### src/rtl/core/ctcg_pkg.sv
// Shared types and constants for the CTC greedy decoder core.
// No dependencies; imported by ctc_greedy_decoder_core.
package ctcg_pkg;

  localparam int MAX_CLASSES = 8192;
  localparam int MAX_STEPS   = 1024;
  localparam int SCORE_BITS  = 16;

  localparam int CLASS_BITS = $clog2(MAX_CLASSES);       // class index width
  localparam int STEP_BITS  = $clog2(MAX_STEPS);         // step counter width
  localparam int CFG_CBITS  = CLASS_BITS + 1;            // classes / dictionary reg
  localparam int CFG_SBITS  = STEP_BITS + 1;             // steps reg, token count
  localparam int CFG_DBITS  = CFG_CBITS;                 // config data bus
  localparam int TAG_BITS   = 64;
  localparam int SUM_BITS   = 27;
  localparam int DIV_STEPS  = SUM_BITS;
  localparam int ITER_BITS  = $clog2(DIV_STEPS);

  localparam logic signed [SUM_BITS:0] SUM_MAX = (28'sd1 <<< (SUM_BITS - 1)) - 28'sd1;
  localparam logic signed [SUM_BITS:0] SUM_MIN = -(28'sd1 <<< (SUM_BITS - 1));

  typedef enum logic [1:0] {
    REG_CLASSES    = 2'd0,
    REG_STEPS      = 2'd1,
    REG_DICTIONARY = 2'd2,
    REG_UNUSED     = 2'd3
  } cfg_index_t;

  typedef enum logic [1:0] {
    ST_IDLE,
    ST_DIV,
    ST_SUM
  } state_t;

  typedef enum logic {
    KIND_TOKEN   = 1'b0,
    KIND_SUMMARY = 1'b1
  } kind_t;

  typedef struct packed {
    logic                         kind;
    logic [CLASS_BITS-1:0]        token_index;
    logic [TAG_BITS-1:0]          tag;
    logic signed [SCORE_BITS-1:0] mean;
    logic [CFG_SBITS-1:0]         count;
    logic                         last;
  } result_t;

endpackage

### src/rtl/core/ctc_greedy_decoder_core.sv
// CTC greedy decoder core: per-step argmax, blank/repeat/dictionary filtering,
// token stream and end-of-sequence summary. Depends on ctcg_pkg.

// The block takes one class score per clock while it is idle and the result
// queue has room for what that score can produce (one slot at a step end, two
// at a sequence end). No score is accepted after the one that closes a sequence
// until its summary is queued: the mean confidence comes from one shared
// subtract/compare unit doing restoring division in ST_DIV, one quotient bit per
// cycle; ST_SUM queues the summary. Results leave through a two-entry queue,
// so scores keep flowing while a token waits to be taken. No clearing pass
// follows reset; the block is ready as soon as reset drops.
module ctc_greedy_decoder_core (
  input  logic                                  clk,
  input  logic                                  rst,
  // configuration write
  input  logic                                  cfg_valid,
  output logic                                  cfg_ready,
  input  logic [1:0]                            cfg_index,
  input  logic [ctcg_pkg::CFG_DBITS-1:0]        cfg_data,
  // score stream
  input  logic                                  score_valid,
  output logic                                  score_ready,
  input  logic signed [ctcg_pkg::SCORE_BITS-1:0] score,
  input  logic [ctcg_pkg::TAG_BITS-1:0]         sequence_tag,
  // result stream
  output logic                                  result_valid,
  input  logic                                  result_ready,
  output logic                                  kind,
  output logic [ctcg_pkg::CLASS_BITS-1:0]       token_index,
  output logic [ctcg_pkg::TAG_BITS-1:0]         tag_out,
  output logic signed [ctcg_pkg::SCORE_BITS-1:0] mean_confidence,
  output logic [ctcg_pkg::CFG_SBITS-1:0]        token_count,
  output logic                                  last
);
  import ctcg_pkg::*;

  // configuration
  logic [CFG_CBITS-1:0] cfg_classes;
  logic [CFG_SBITS-1:0] cfg_steps;
  logic [CFG_CBITS-1:0] cfg_dict;

  // decode state
  logic [CLASS_BITS-1:0]        class_counter;
  logic [STEP_BITS-1:0]         step_counter;
  logic signed [SCORE_BITS-1:0] top_score;
  logic [CLASS_BITS-1:0]        best_index;
  logic [CLASS_BITS-1:0]        previous_index;
  logic                         previous_valid;
  logic signed [SUM_BITS-1:0]   score_sum;
  logic [CFG_SBITS-1:0]         emitted_count;
  logic [TAG_BITS-1:0]          latched_tag;

  // divider
  logic [SUM_BITS-1:0]  div_quot;
  logic [CFG_SBITS-1:0] div_rem;
  logic [CFG_SBITS-1:0] div_den;
  logic                 div_neg;
  logic [ITER_BITS-1:0] div_iter;

  // result queue
  result_t    out_q [2];
  logic       wr_ptr, rd_ptr;
  logic [1:0] q_cnt;

  state_t state, state_next;

  // ---------------------------------------------------------------
  // per-score datapath
  logic [CFG_CBITS-1:0]         n_classes;
  logic [CFG_SBITS-1:0]         n_steps;
  logic                         step_end, seq_end, first_score;
  logic signed [SCORE_BITS-1:0] cur_score;
  logic [CLASS_BITS-1:0]        cur_index;
  logic                         repeat_hit, keep;
  logic signed [SUM_BITS:0]     sum_wide;
  logic signed [SUM_BITS-1:0]   sum_new;
  logic [CFG_SBITS-1:0]         count_new;
  logic [TAG_BITS-1:0]          tag_now;
  logic [1:0]                   need;
  logic [2:0]                   q_after;
  logic                         accept;

  always_comb begin
    if (cfg_classes == '0)
      n_classes = CFG_CBITS'(1);
    else if (cfg_classes > CFG_CBITS'(MAX_CLASSES))
      n_classes = CFG_CBITS'(MAX_CLASSES);
    else
      n_classes = cfg_classes;

    if (cfg_steps == '0)
      n_steps = CFG_SBITS'(1);
    else if (cfg_steps > CFG_SBITS'(MAX_STEPS))
      n_steps = CFG_SBITS'(MAX_STEPS);
    else
      n_steps = cfg_steps;
  end

  assign step_end    = ({1'b0, class_counter} + CFG_CBITS'(1)) >= n_classes;
  assign seq_end     = step_end && (({1'b0, step_counter} + CFG_SBITS'(1)) >= n_steps);
  assign first_score = (class_counter == '0) && (step_counter == '0);
  assign tag_now     = first_score ? sequence_tag : latched_tag;

  always_comb begin
    if (class_counter == '0) begin
      cur_score = score;
      cur_index = '0;
    end else if (score > top_score) begin
      cur_score = score;
      cur_index = class_counter;
    end else begin
      cur_score = top_score;
      cur_index = best_index;
    end
  end

  assign repeat_hit = previous_valid && (cur_index == previous_index);
  assign keep       = step_end && (cur_index != '0) && !repeat_hit &&
                      ({1'b0, cur_index} < cfg_dict);

  always_comb begin
    sum_wide = (SUM_BITS + 1)'(score_sum) + (SUM_BITS + 1)'(cur_score);
    if (sum_wide > SUM_MAX)
      sum_wide = SUM_MAX;
    else if (sum_wide < SUM_MIN)
      sum_wide = SUM_MIN;
    sum_new   = keep ? sum_wide[SUM_BITS-1:0] : score_sum;
    count_new = emitted_count + CFG_SBITS'(keep);
  end

  // worst-case queue demand of the score now on the port
  assign need    = seq_end ? 2'd2 : (step_end ? 2'd1 : 2'd0);
  assign q_after = {1'b0, q_cnt} + {1'b0, need};

  // ---------------------------------------------------------------
  // shared subtract/compare unit, one quotient bit per cycle
  logic [CFG_SBITS:0]   rem_shift;
  logic [CFG_SBITS+1:0] rem_diff;
  logic                 rem_ge;

  assign rem_shift = {div_rem, div_quot[SUM_BITS-1]};
  assign rem_diff  = {1'b0, rem_shift} - {2'b00, div_den};
  assign rem_ge    = !rem_diff[CFG_SBITS+1];

  // ---------------------------------------------------------------
  // sequencer
  logic sum_push;

  always_comb begin
    state_next = state;
    case (state)
      ST_IDLE: if (accept && seq_end) state_next = ST_DIV;
      ST_DIV:  if (div_iter == ITER_BITS'(DIV_STEPS - 1)) state_next = ST_SUM;
      ST_SUM:  state_next = ST_IDLE;
      default: state_next = ST_IDLE;
    endcase
  end

  always_comb begin
    score_ready = 1'b0;
    sum_push    = 1'b0;
    case (state)
      ST_IDLE: score_ready = (q_after <= 3'd2);
      ST_DIV:  score_ready = 1'b0;
      ST_SUM:  sum_push    = 1'b1;
      default: score_ready = 1'b0;
    endcase
  end

  assign accept    = score_valid && score_ready;
  assign cfg_ready = 1'b1;

  always_ff @(posedge clk) begin
    if (rst) state <= ST_IDLE;
    else     state <= state_next;
  end

  // ---------------------------------------------------------------
  // configuration registers
  always_ff @(posedge clk) begin
    if (rst) begin
      cfg_classes <= CFG_CBITS'(1);
      cfg_steps   <= CFG_SBITS'(1);
      cfg_dict    <= CFG_CBITS'(MAX_CLASSES);
    end else if (cfg_valid && cfg_ready) begin
      case (cfg_index_t'(cfg_index))
        REG_CLASSES:    cfg_classes <= cfg_data;
        REG_STEPS:      cfg_steps   <= cfg_data[CFG_SBITS-1:0];
        REG_DICTIONARY: cfg_dict    <= cfg_data;
        default: ;
      endcase
    end
  end

  // ---------------------------------------------------------------
  // decode state
  always_ff @(posedge clk) begin
    if (rst) begin
      class_counter  <= '0;
      step_counter   <= '0;
      top_score      <= '0;
      best_index     <= '0;
      previous_index <= '0;
      previous_valid <= 1'b0;
      score_sum      <= '0;
      emitted_count  <= '0;
      latched_tag    <= '0;
    end else if (accept) begin
      latched_tag <= tag_now;
      top_score   <= cur_score;
      best_index  <= cur_index;
      if (!step_end) begin
        class_counter <= class_counter + CLASS_BITS'(1);
      end else begin
        class_counter <= '0;
        if (seq_end) begin
          step_counter   <= '0;
          previous_index <= '0;
          previous_valid <= 1'b0;
          score_sum      <= '0;
          emitted_count  <= '0;
        end else begin
          step_counter   <= step_counter + STEP_BITS'(1);
          previous_index <= cur_index;
          previous_valid <= 1'b1;
          score_sum      <= sum_new;
          emitted_count  <= count_new;
        end
      end
    end
  end

  // divider loads magnitude of the final sum and iterates in ST_DIV
  always_ff @(posedge clk) begin
    if (rst) begin
      div_iter <= '0;
    end else if (accept && seq_end) begin
      div_quot <= sum_new[SUM_BITS-1] ? SUM_BITS'(-sum_new) : SUM_BITS'(sum_new);
      div_neg  <= sum_new[SUM_BITS-1];
      div_den  <= count_new;
      div_rem  <= '0;
      div_iter <= '0;
    end else if (state == ST_DIV) begin
      div_rem  <= rem_ge ? rem_diff[CFG_SBITS-1:0] : rem_shift[CFG_SBITS-1:0];
      div_quot <= {div_quot[SUM_BITS-2:0], rem_ge};
      div_iter <= div_iter + ITER_BITS'(1);
    end
  end

  // ---------------------------------------------------------------
  // result queue
  result_t                      push_item;
  logic                         push;
  logic                         pop;
  logic signed [SCORE_BITS-1:0] mean_val;

  always_comb begin
    // no tokens means a zero divisor; mean is defined as zero then
    if (div_den == '0)
      mean_val = '0;
    else if (div_neg)
      mean_val = -SCORE_BITS'(div_quot);
    else
      mean_val = SCORE_BITS'(div_quot);

    if (sum_push) begin
      push_item.kind        = KIND_SUMMARY;
      push_item.token_index = '0;
      push_item.tag         = latched_tag;
      push_item.mean        = mean_val;
      push_item.count       = div_den;
      push_item.last        = 1'b1;
    end else begin
      push_item.kind        = KIND_TOKEN;
      push_item.token_index = cur_index;
      push_item.tag         = tag_now;
      push_item.mean        = '0;
      push_item.count       = '0;
      push_item.last        = 1'b0;
    end
  end

  assign push = sum_push || (accept && keep);
  assign pop  = result_valid && result_ready;

  always_ff @(posedge clk) begin
    if (push) out_q[wr_ptr] <= push_item;
  end

  always_ff @(posedge clk) begin
    if (rst) begin
      wr_ptr <= 1'b0;
      rd_ptr <= 1'b0;
      q_cnt  <= '0;
    end else begin
      if (push) wr_ptr <= ~wr_ptr;
      if (pop)  rd_ptr <= ~rd_ptr;
      q_cnt <= q_cnt + 2'(push) - 2'(pop);
    end
  end

  assign result_valid    = (q_cnt != '0);
  assign kind            = out_q[rd_ptr].kind;
  assign token_index     = out_q[rd_ptr].token_index;
  assign tag_out         = out_q[rd_ptr].tag;
  assign mean_confidence = out_q[rd_ptr].mean;
  assign token_count     = out_q[rd_ptr].count;
  assign last            = out_q[rd_ptr].last;

  // ---------------------------------------------------------------
  // assertions
  a_queue_bound: assert property (@(posedge clk) disable iff (rst)
    q_cnt <= 2'd2)
    else $error("result queue overfilled");

  a_summary_queued: assert property (@(posedge clk) disable iff (rst)
    (state == ST_SUM) |=> result_valid)
    else $error("summary cycle did not leave a result queued");

  a_token_nonblank: assert property (@(posedge clk) disable iff (rst)
    (result_valid && (kind == KIND_TOKEN)) |-> (token_index != '0))
    else $error("blank class emitted as token");

  a_count_bound: assert property (@(posedge clk) disable iff (rst)
    emitted_count <= {1'b0, step_counter})
    else $error("more tokens than completed steps");

endmodule

### config.mk
export PLATFORM = sky130hd
export DESIGN_NAME = ctc_greedy_decoder_core
export DESIGN_NICKNAME = d
export VERILOG_FILES = /design/src/rtl/core/ctcg_pkg.sv /design/src/rtl/core/ctc_greedy_decoder_core.sv
export SDC_FILE = /design/constraint.sdc
export NUM_CORES = 1
export LEC_CHECK = 0
export CORE_ASPECT_RATIO = 0.7
export CORE_MARGIN = 2
export CORE_UTILIZATION = 50
export DETAILED_ROUTE_END_ITERATION = 6
export DONT_BUFFER_PORTS = 1
export HOLD_SLACK_MARGIN = 0.08
export SLEW_MARGIN = 20
export SYNTH_ARGS = -nofsm -noshare
export SYNTH_HDL_FRONTEND = slang
export SYNTH_SLANG_ARGS = --single-unit
### constraint.sdc
create_clock -name clk -period 35.5 [get_ports clk]
set_input_delay 7.1 -clock clk [delete_from_list [all_inputs] [get_ports clk]]
set_output_delay 7.1 -clock clk [all_outputs]
set_load 0.03 [all_outputs]
# After elaboration in Yosys (flattened, before gate mapping)
# Memory sizes are Yosys's and may differ from the RTL's. A register that Yosys moved wholly into a read port is not among the register bits.
# Cells that the tools add are included.
# classes
addsub,13
magnitude_cmp,9
n_eq_ne,8
muxes,37
bitwise,3
n_reduce_logical,31
# op_table
cell,n
2-to-1 mux 27 bit,7
2-to-1 mux 106 bit,1
2-to-1 mux 16 bit,4
2-to-1 mux 64 bit,1
2-to-1 mux 11 bit,5
2-to-1 mux 13 bit,4
adder 27 x 16 -> 28 bit,1
"> comparator 28 x 27 -> 1 bit, second input constant",1
"less-than comparator 28 x 27 -> 1 bit, second input constant",1
2-to-1 mux 14 bit,2
negation 27 bit,1
logical NOT 11 bit,2
> comparator 16 bit,1
negation 16 bit,1
"adder 13 x 1 -> 14 bit, second input constant",1
>= comparator 14 bit,1
"> comparator 14 bit, second input constant",1
logical NOT 14 bit,1
less-than comparator 13 x 14 -> 1 bit,1
AND reduction 2 bit,7
"adder 13 x 1 -> 13 bit, second input constant",1
== test 13 bit,1
logical NOT 13 bit,1
nonzero test 13 bit,1
other kinds (27),53
# totals
ff_bits,268
ram_bits,212
in_bits,101
output_inout_bits,109
elab_cells,123
memories,1
# mem_list
name,depth,word_bits,rd,rd_clocked_by_memory_dff,wr,line_no,rtl
out_q,2,106,1,1,1,ctc_greedy_decoder_core.sv:61,result_t out_q [2];

# Depth between registers and ports, before layout
# Gate-level depths: netlist of the first run.
# depth
word_depth,14
ltp_mapped,31

# Least setup slack after synthesis of the first run
# Ideal clock, no wire load.
# synth_timing
path_kind,input to register
start,input score[13] (netlist name)
end,memory out_q[1][0] (netlist name) (enable)
setup_ns,0.584
arrival_time_ns,15.636
t_required_ns,34.916
path_slack_ns,19.280
stages,22
path_cell_list,ha_1 -> a21o_1 -> a211oi_1 -> inv_1 -> o31ai_1 -> nand2_1 -> clkbuf_1 -> a21oi_1 -> inv_1 -> ha_1 -> a21o_1 -> a21o_1 -> a21oi_1 -> nor2_1 -> a2111oi_0 -> o31a_1 -> o211a_1 -> nand2_4 -> inv_2 -> buf_6 -> a21oi_1 -> nor2b_1
# synth_between
elab_chain_cells,12
# synth_lines
item,line_no,rtl
from (decl),ctc_greedy_decoder_core.sv:23,"input logic signed [ctcg_pkg::SCORE_BITS-1:0] score,"
> comparator 16 bit *,ctc_greedy_decoder_core.sv:108,end else if (score > top_score) begin
2-to-1 mux 13 bit *,ctc_greedy_decoder_core.sv:108,
2-to-1 mux 13 bit *,ctc_greedy_decoder_core.sv:105,if (class_counter == '0) begin
via cur_index[6],ctc_greedy_decoder_core.sv:73,logic [CLASS_BITS-1:0] cur_index;
"parallel branches: the longest is 4 deep, another holds less-than comparator 13 x 14 -> 1 bit",n/a,
logical AND 1 bit *,ctc_greedy_decoder_core.sv:118,assign keep = step_end && (cur_index != '0) && !repeat_hit &&
logical AND 1 bit *,ctc_greedy_decoder_core.sv:283,assign push = sum_push || (accept && keep);
logical OR 1 bit *,ctc_greedy_decoder_core.sv:283,
2-to-1 mux 1 bit *,ctc_greedy_decoder_core.sv:287,if (push) out_q[wr_ptr] <= push_item;
2-to-1 mux 1 bit (implied by the code) *,ctc_greedy_decoder_core.sv:287,
to (decl),ctc_greedy_decoder_core.sv:61,
# Mark *: on every way through the listed nets, which the timed path passes.

# Worst setup path after layout of the first run
# layout_timing
start,input score[13] (netlist name)
end,memory out_q[1][5] (netlist name) (enable)
# Same word-level chain as after synthesis.

==> summary.md, run 1 <==
| Metric | Value |
|---|---|
| Placed Instances | 3,069 |
| Fillers | 4,342 |
| Clk buf depth | 3 |
| Cell count after synthesis | 2,518 |
| Worst-case reg-to-reg path depth | 23 |
| Final hold vios | 0 |
| Vias in the first global route | 17.9k |
| Crit-path cells | ha_1, a21o_1, a211oi_1, inv_1, o31ai_1, nand2_1, a21oi_1, inv_1, ha_1, a21o_1, a21o_1, a21oi_1, nor2_1, a2111oi_0, o31a_1, o211a_1, nand2_4, inv_2, a21oi_1, nor2b_4, buf_4, buf_4 |
| Normalized max-slew margin | 0.295 |
| Placer Congestion | 0.889 |
| P&R area growth vs syn | 8.19% |
| CTS H-tree lvls | 2 |
| CTS Hold Bufs | 0 |
| Rows | 68 |
| Layout cells sized above 1 | 0.133 |
| NumNets Final | 2,663 |
| Cells resized by post-CTS repair | 0 |
| Postcts setup bufs | 0 |
| WL/cell | 20.7 microns |
| Ys async rst share | 0 |
| Post-detail-place hpwl | 45.8 mm |
| Min Tclk post-route | 14.26 ns |
| Multi-input logic area | 12,300 sq um |
| Die ar. | 52,500 sq um |
| Status | finished clean |
| Setup repair after global routing missed its margin | false |
| Crit-path leading delay family | compound AO/OA/AOI/OAI gates |
| Critical Path RT | 35.68 ns |
| Post-Route Setup TNS | 0 ns |
| Kind of critical path | input port to register |
| # setup viols final | 0 |
| IO buf count | 0 |
| CP startpoint kind | input port |
| P per Cell Area | 82.4 nW/um^2 |
| Syn_nets | 2,727 |
| Clk_lat worst skew | 0.58 ns |
| Antenna violations before repair | 1 |
| Synth Area per Inst | 10.1 sq um |
| YS warnings | 0 |
| Peak VDD IR | 54.1 uV |
| Crit-path max cell delay | 0.85 ns |
| Clock skew | 0.0228 ns |
| Post-route ant nets | 0 |
| Initial Utilization | 0.510 |
| Reg clk slew, reported paths | 0.06 ns |
| DR iter-0 viols | 1,404 |
| Post-Layout Cell Count | 3,158 |
| Top FF cell, synth | edfxtp_1 |
| Post-Syn Area | 25,300 sq um |
| Number of flops mapped to enable cells by yosys | 260 |
| Final Cycle Share | 0.402 |
| Register area | 12,200 sq um |
| Die Ht | 192 microns |
| Post-Route WL | 65.5 mm |
| Crit Path Max Fanout | 72 |
| Hold crit path type | register to register |
| Total power | 2.26 mW |
| Worst Tran Pin Value | 1.05 ns |
| Pins Over Slew Limit | 0 |
| Top Ports | 210 |
| Library cells used by synthesis | 96 |
| TritonCTS clock tree | yes |
| Crit path DAT | 14.45 ns |
| Commonest non-fill, non-tap cells in the layout | 351 x nand2_1, 260 x edfxtp_1, 218 x dfxtp_1 |
| TritonRoute pass-1 iters | 5 |
| Global-route usage over all layers | 0.244 |
| Vias | 18.7k |
| Crit. path cell count | 22 |
| Max-cap violation count | 0 |
| Total congestion overflow | 0 |
| Buf/Inv on CP | 5 |
| First-pass GRT wire length | 101 mm |
| Vias/cell | 5.92 |
| Core area | 49,700 sq um |
| CP endpoint kind | register |
| Largest net degree at the start of global routing | 164 |
| Fmax | 0.0701 GHz |
| Clock Root Buffer | clkbuf_16 |
| Hold Slack | 0.447 ns |
| Worst hold path depth | 2 |
| Yosys reg bits | 479 |
| CTS Buf Count | 47 |
| CTS sink count | 479 |
| Floorplan die width | 273 microns |
| CP max stage cell | buf_4 |
| Final Core Density | 0.551 |
| Leak | 10.2 nW |
| # DRC | 0 |
| Part of the Yosys area used for sequential elements | 0.481 |
| Most common cell after layout, fill and taps aside | nand2_1 |
==> path summary, 6_finish.rpt <==
check                                     from        endpoint  slack [ns]
worst min register to register  latched_tag[2]  latched_tag[2]        0.45
worst max-delay path                 score[13]     out_q[1][5]       21.24
worst max register to register   top_score[13]     out_q[1][5]       27.33
worst min-delay path            latched_tag[2]  latched_tag[2]        0.45
==> layer usage <==
| metal | wire (microns) | global-route usage | vias up | part of all wire |
|---|---|---|---|---|
| met5 | 0 | 0 | - | 0 |
| met4 | 1600 | 0.0658 | 0 | 0.024 |
| met3 | 4020 | 0.0473 | 95 | 0.061 |
| met2 | 28800 | 0.379 | 486 | 0.44 |
| met1 | 31000 | 0.350 | 9121 | 0.47 |
| li1 | - | - | 8993 | - |
==> tightest hold or removal path, delay by kind of cell (launching register included) <==
kind / cells / cell delay, ns
flip-flops: 1 / 0.31
AO/OA/AOI/OAI: 1 / 0.05
AND/OR/NAND/NOR: 1 / 0.05
==> synth_stat cells (22+ instances only) <==
cell type	count	share of area
nor2_1	182	0.027
dfxtp_1	219	0.17
a211oi_1	50	0.015
and3_1	25	0.0062
xor2_1	58	0.020
edfxtp_1	260	0.31
mux2_2	190	0.084
a22o_1	22	0.0076
mux2i_1	38	0.015
xnor2_1	43	0.015
a21o_1	22	0.0065
inv_1	87	0.013
and2_1	27	0.0067
o21ai_0	123	0.024
a21oi_1	180	0.036
nand4_1	25	0.0062
ha_1	105	0.052
nor3_1	43	0.0085
clkbuf_1	117	0.017
nand2_1	351	0.052
nand3_1	38	0.0075
==> logic make-up (layout without fill, tap and decap cells) <==
logic type | count (synthesis) | after routing | share of synthesized area
flip-flops | 479 | 479 | 0.481
XOR/XNOR | 102 | 102 | 0.0356
other | 1 | 2 | 0.000148
AO/OA/AOI/OAI | 549 | 549 | 0.139
AND/OR/NAND/NOR | 799 | 799 | 0.146
multiplexers | 231 | 231 | 0.101
buffers and inverters | 230 | 204 | 0.0361
adder cells (fa/ha/maj) | 127 | 127 | 0.0617
==> power breakdown <==
part | total (mW) | switching, mW | internal [mW]
logic | 0.977 | 0.647 | 0.331
registers | 0.784 | 0.0606 | 0.723
clock network | 0.498 | 0.216 | 0.282
==> area by class of cell <==
type,count,area share
diodes,1,0.0000913
flip-flops and latches,479,0.445
clock inverters,23,0.00822
multi-input cells,1809,0.449
clock buffers,64,0.0468
repair buffers,26,0.00758
inverters,91,0.0125
well taps,665,0.0304
==> registers in the layout (all words and copies together) (netlist names), 5 cells and up, named ones only <==
signal          cells
div_rem            11
div_quot           27
latched_tag        64
div_iter            5
out_q             210
top_score          16
best_index         13
step_counter       10
cfg_dict           14
emitted_count      11
div_den            11
cfg_classes        14
cfg_steps          11
score_sum          27
class_counter      13
previous_index     13
==> metrics by stage <==
step                cell area (sq um)  setup slack, ns
detailed placement              25900            20.77
finish                          27400            21.24
global route                    27400            20.65
CTS                             27400            21.34
global placement                25900            21.01
floorplan                       25300            19.28
Power figures use the tool's default switching activity.
==> run 2: changes to the inputs <==
--- a/config.mk
+++ b/config.mk
@@ -11,6 +11,7 @@
 export DETAILED_ROUTE_END_ITERATION = 6
 export DONT_BUFFER_PORTS = 1
 export HOLD_SLACK_MARGIN = 0.08
+export PLACE_DENSITY = 0.68
 export SLEW_MARGIN = 20
 export SYNTH_ARGS = -nofsm -noshare
 export SYNTH_HDL_FRONTEND = slang
==> constraint.sdc (replaced) <==
create_clock -name clk -period 13.01 [get_ports clk]
set_input_delay 2.602 -clock clk [delete_from_list [all_inputs] [get_ports clk]]
set_output_delay 2.602 -clock clk [all_outputs]
set_load 0.03 [all_outputs]
==> run 2 against run 1 <==
Total power grew to 2.7 times the previous value. Design area is 0.23% higher. Clock power grew to 2.8 times the previous value. Count of clock-buffer cells in the layout is 2 higher. Utilization is 0.13 points higher. First-iteration DRC count is 10% higher. Final cell count hardly changed. Largest cell class unchanged.
==> summary.md, run 2 (same netlist as run 1, synthesis figures left out) <==
| Metric | Value |
|---|---|
| Hold Slack | 0.447 ns (+0.000131 ns) |
| Status | finished clean |
| Global-route usage over all layers | 0.242 (-0.00269) |
| Vias | 18.8k (+0.43%) |
| Most common cell after layout, fill and taps aside | nand2_1 |
| Largest net degree at the start of global routing | 164 (unchanged) |
| Peak VDD IR | 255 uV (+370%) |
| Leak | 10.3 nW (+0.20%) |
| Clk_lat worst skew | 0.60 ns (+0.02 ns) |
| NumNets Final | 2,662 (-0.038%) |
| Antenna diode count | 0 (-1) |
| Top Registers | out_q (210), latched_tag (64) |
| IO buf count | 0 (unchanged) |
| Die Ht | 192 microns (unchanged) |
| Post-Route WL | 65.0 mm (-0.81%) |
| Placer Congestion | 0.897 (+0.99%) |
| Min Tclk post-route | 9.56 ns |
| First-pass GRT wire length | 100 mm (-0.85%) |
| # DRC | 0 (unchanged) |
| CTS sink count | 479 (unchanged) |
| Core area | 49,700 sq um (unchanged) |
| Die ar. | 52,500 sq um (unchanged) |
| Top Ports | 210 (unchanged) |
| Antenna violations before repair | 0 (-1) |
| Initial Utilization | 0.510 (unchanged) |
| P&R area growth vs syn | 8.44% |
| Critical Path RT | 13.22 ns (-22.46 ns) |
| Worst Tran Pin Value | 1.05 ns (-0.00117 ns) |
| Clock Root Buffer | clkbuf_16 |
| Post-route ant nets | 0 (unchanged) |
| Top reg by flops | out_q |
| Post-detail-place hpwl | 45.4 mm (-0.85%) |
| TritonRoute pass-1 iters | 5 (unchanged) |
| CP startpoint kind | input port |
| Cells resized by post-CTS repair | 0 (unchanged) |
| Rows | 68 (unchanged) |
| Crit Path Max Fanout | 63 (-13%) |
| TritonCTS clock tree | yes |
| Vias/cell | 5.95 (+0.49%) |
| Crit path DAT | 9.77 ns (-4.68 ns) |
| Setup repair after global routing missed its margin | false |
| Largest register FFs | 210 (unchanged) |
| Vias in the first global route | 17.8k (-0.21%) |
| Final Cycle Share | 0.735 |
| Pins Over Slew Limit | 0 (unchanged) |
| Reg clk slew, reported paths | 0.06 ns (about the same) |
| Layout cells sized above 1 | 0.134 (+0.00166) |
| Floorplan die width | 273 microns (unchanged) |
| Max-cap violation count | 0 (unchanged) |
| # setup viols final | 0 (unchanged) |
| Post-Route Setup TNS | 0 ns (unchanged) |
| Final instance area | 27,500 sq um (+0.23%) |
| Final hold vios | 0 (unchanged) |
| CTS Hold Bufs | 0 (unchanged) |
| Fmax | 0.105 GHz |
| P per Cell Area | 226 nW/um^2 (+170%) |
| Normalized max-slew margin | 0.301 (+0.00660) |
| Commonest non-fill, non-tap cells in the layout | 351 x nand2_1, 260 x edfxtp_1, 218 x dfxtp_1 |
| Total congestion overflow | 0 (unchanged) |
| DR iter-0 viols | 1,551 (+10%) |
| WL/cell | 20.6 microns (-0.75%) |
| CP endpoint kind | register |
| Post-Place Cell Area | 25,900 sq um (about the same) |
| Hold crit path type | register to register |
| CTS Buf Count | 47 (unchanged) |
| CTS H-tree lvls | 2 (unchanged) |
| Postcts setup bufs | 0 (unchanged) |
| Clk buf depth | 3 (unchanged) |
| Kind of critical path | input port to register |
| Clock skew | 0.0257 ns (+0.00293 ns) |
run 2: report_power, final:
group	internal, mW	leakage, nW	switching, mW
Clock	0.788	0.749	0.589
Combinational	0.910	5.28	1.79
Sequential	1.97	4.24	0.163
Total	3.67	10.3	2.54
run 2: stage by stage:
step | power [mW] | utilization | std cells | setup slack (ns)
finish | 6.21 | 0.553 | 3156 | 3.45
floorplan | 4.19 | - | 2518 | 1.29
global route | 6.55 | 0.553 | 3156 | 2.77
CTS | 6.21 | 0.552 | 3155 | 3.53
global placement | 4.75 | 0.521 | 3068 | 3.05
detailed placement | 4.82 | 0.521 | 3068 | 2.95
run 2: path summary, 6_finish.rpt:
check	slack, ns	from	depth (start not counted)	end
hold / removal	0.45	latched_tag[51]	2	latched_tag[51]
hold reg to reg	0.45	latched_tag[51]	2	latched_tag[51]
setup reg to reg	5.06	top_score[15]	22	out_q[1][22]
setup / recovery	3.45	score[15]	21	out_q[1][22]
run 2: per-layer routing:
layer,global-route usage,wire length [microns]
met2,0.371,29000
met1,0.346,30100
met4,0.0784,1810
met5,0,0
met3,0.0443,4020
run 2: critical path, cell delays in order:
cell       delay, ns
ha_1            0.32
nand4_1         0.23
nor4_1          0.44
nand2b_1        0.18
a31oi_1         0.08
nor2_1          0.72
mux2i_1         0.42
inv_1           0.09
ha_1            0.31
a21o_1          0.16
a21oi_1         0.13
nor2_1          0.05
a2111oi_0       0.39
o31a_1          0.22
o211a_1         0.60
nand2_4         0.29
inv_2           0.63
a21oi_1         0.34
nor2b_4         0.16
buf_4           0.51
buf_4           0.76
run 2: layout make-up:
| cell class | count | area, sq um |
|---|---|---|
| Fill cell | 4258 | 22200 |
| Multi-Input combinational cell | 1809 | 12300 |
| Sequential cell | 479 | 12200 |
| Clock buffer | 66 | 1310 |
| Tap cell | 665 | 832 |
| Inverter | 91 | 343 |
| Clock inverter | 21 | 239 |
| Timing Repair Buffer | 25 | 220 |
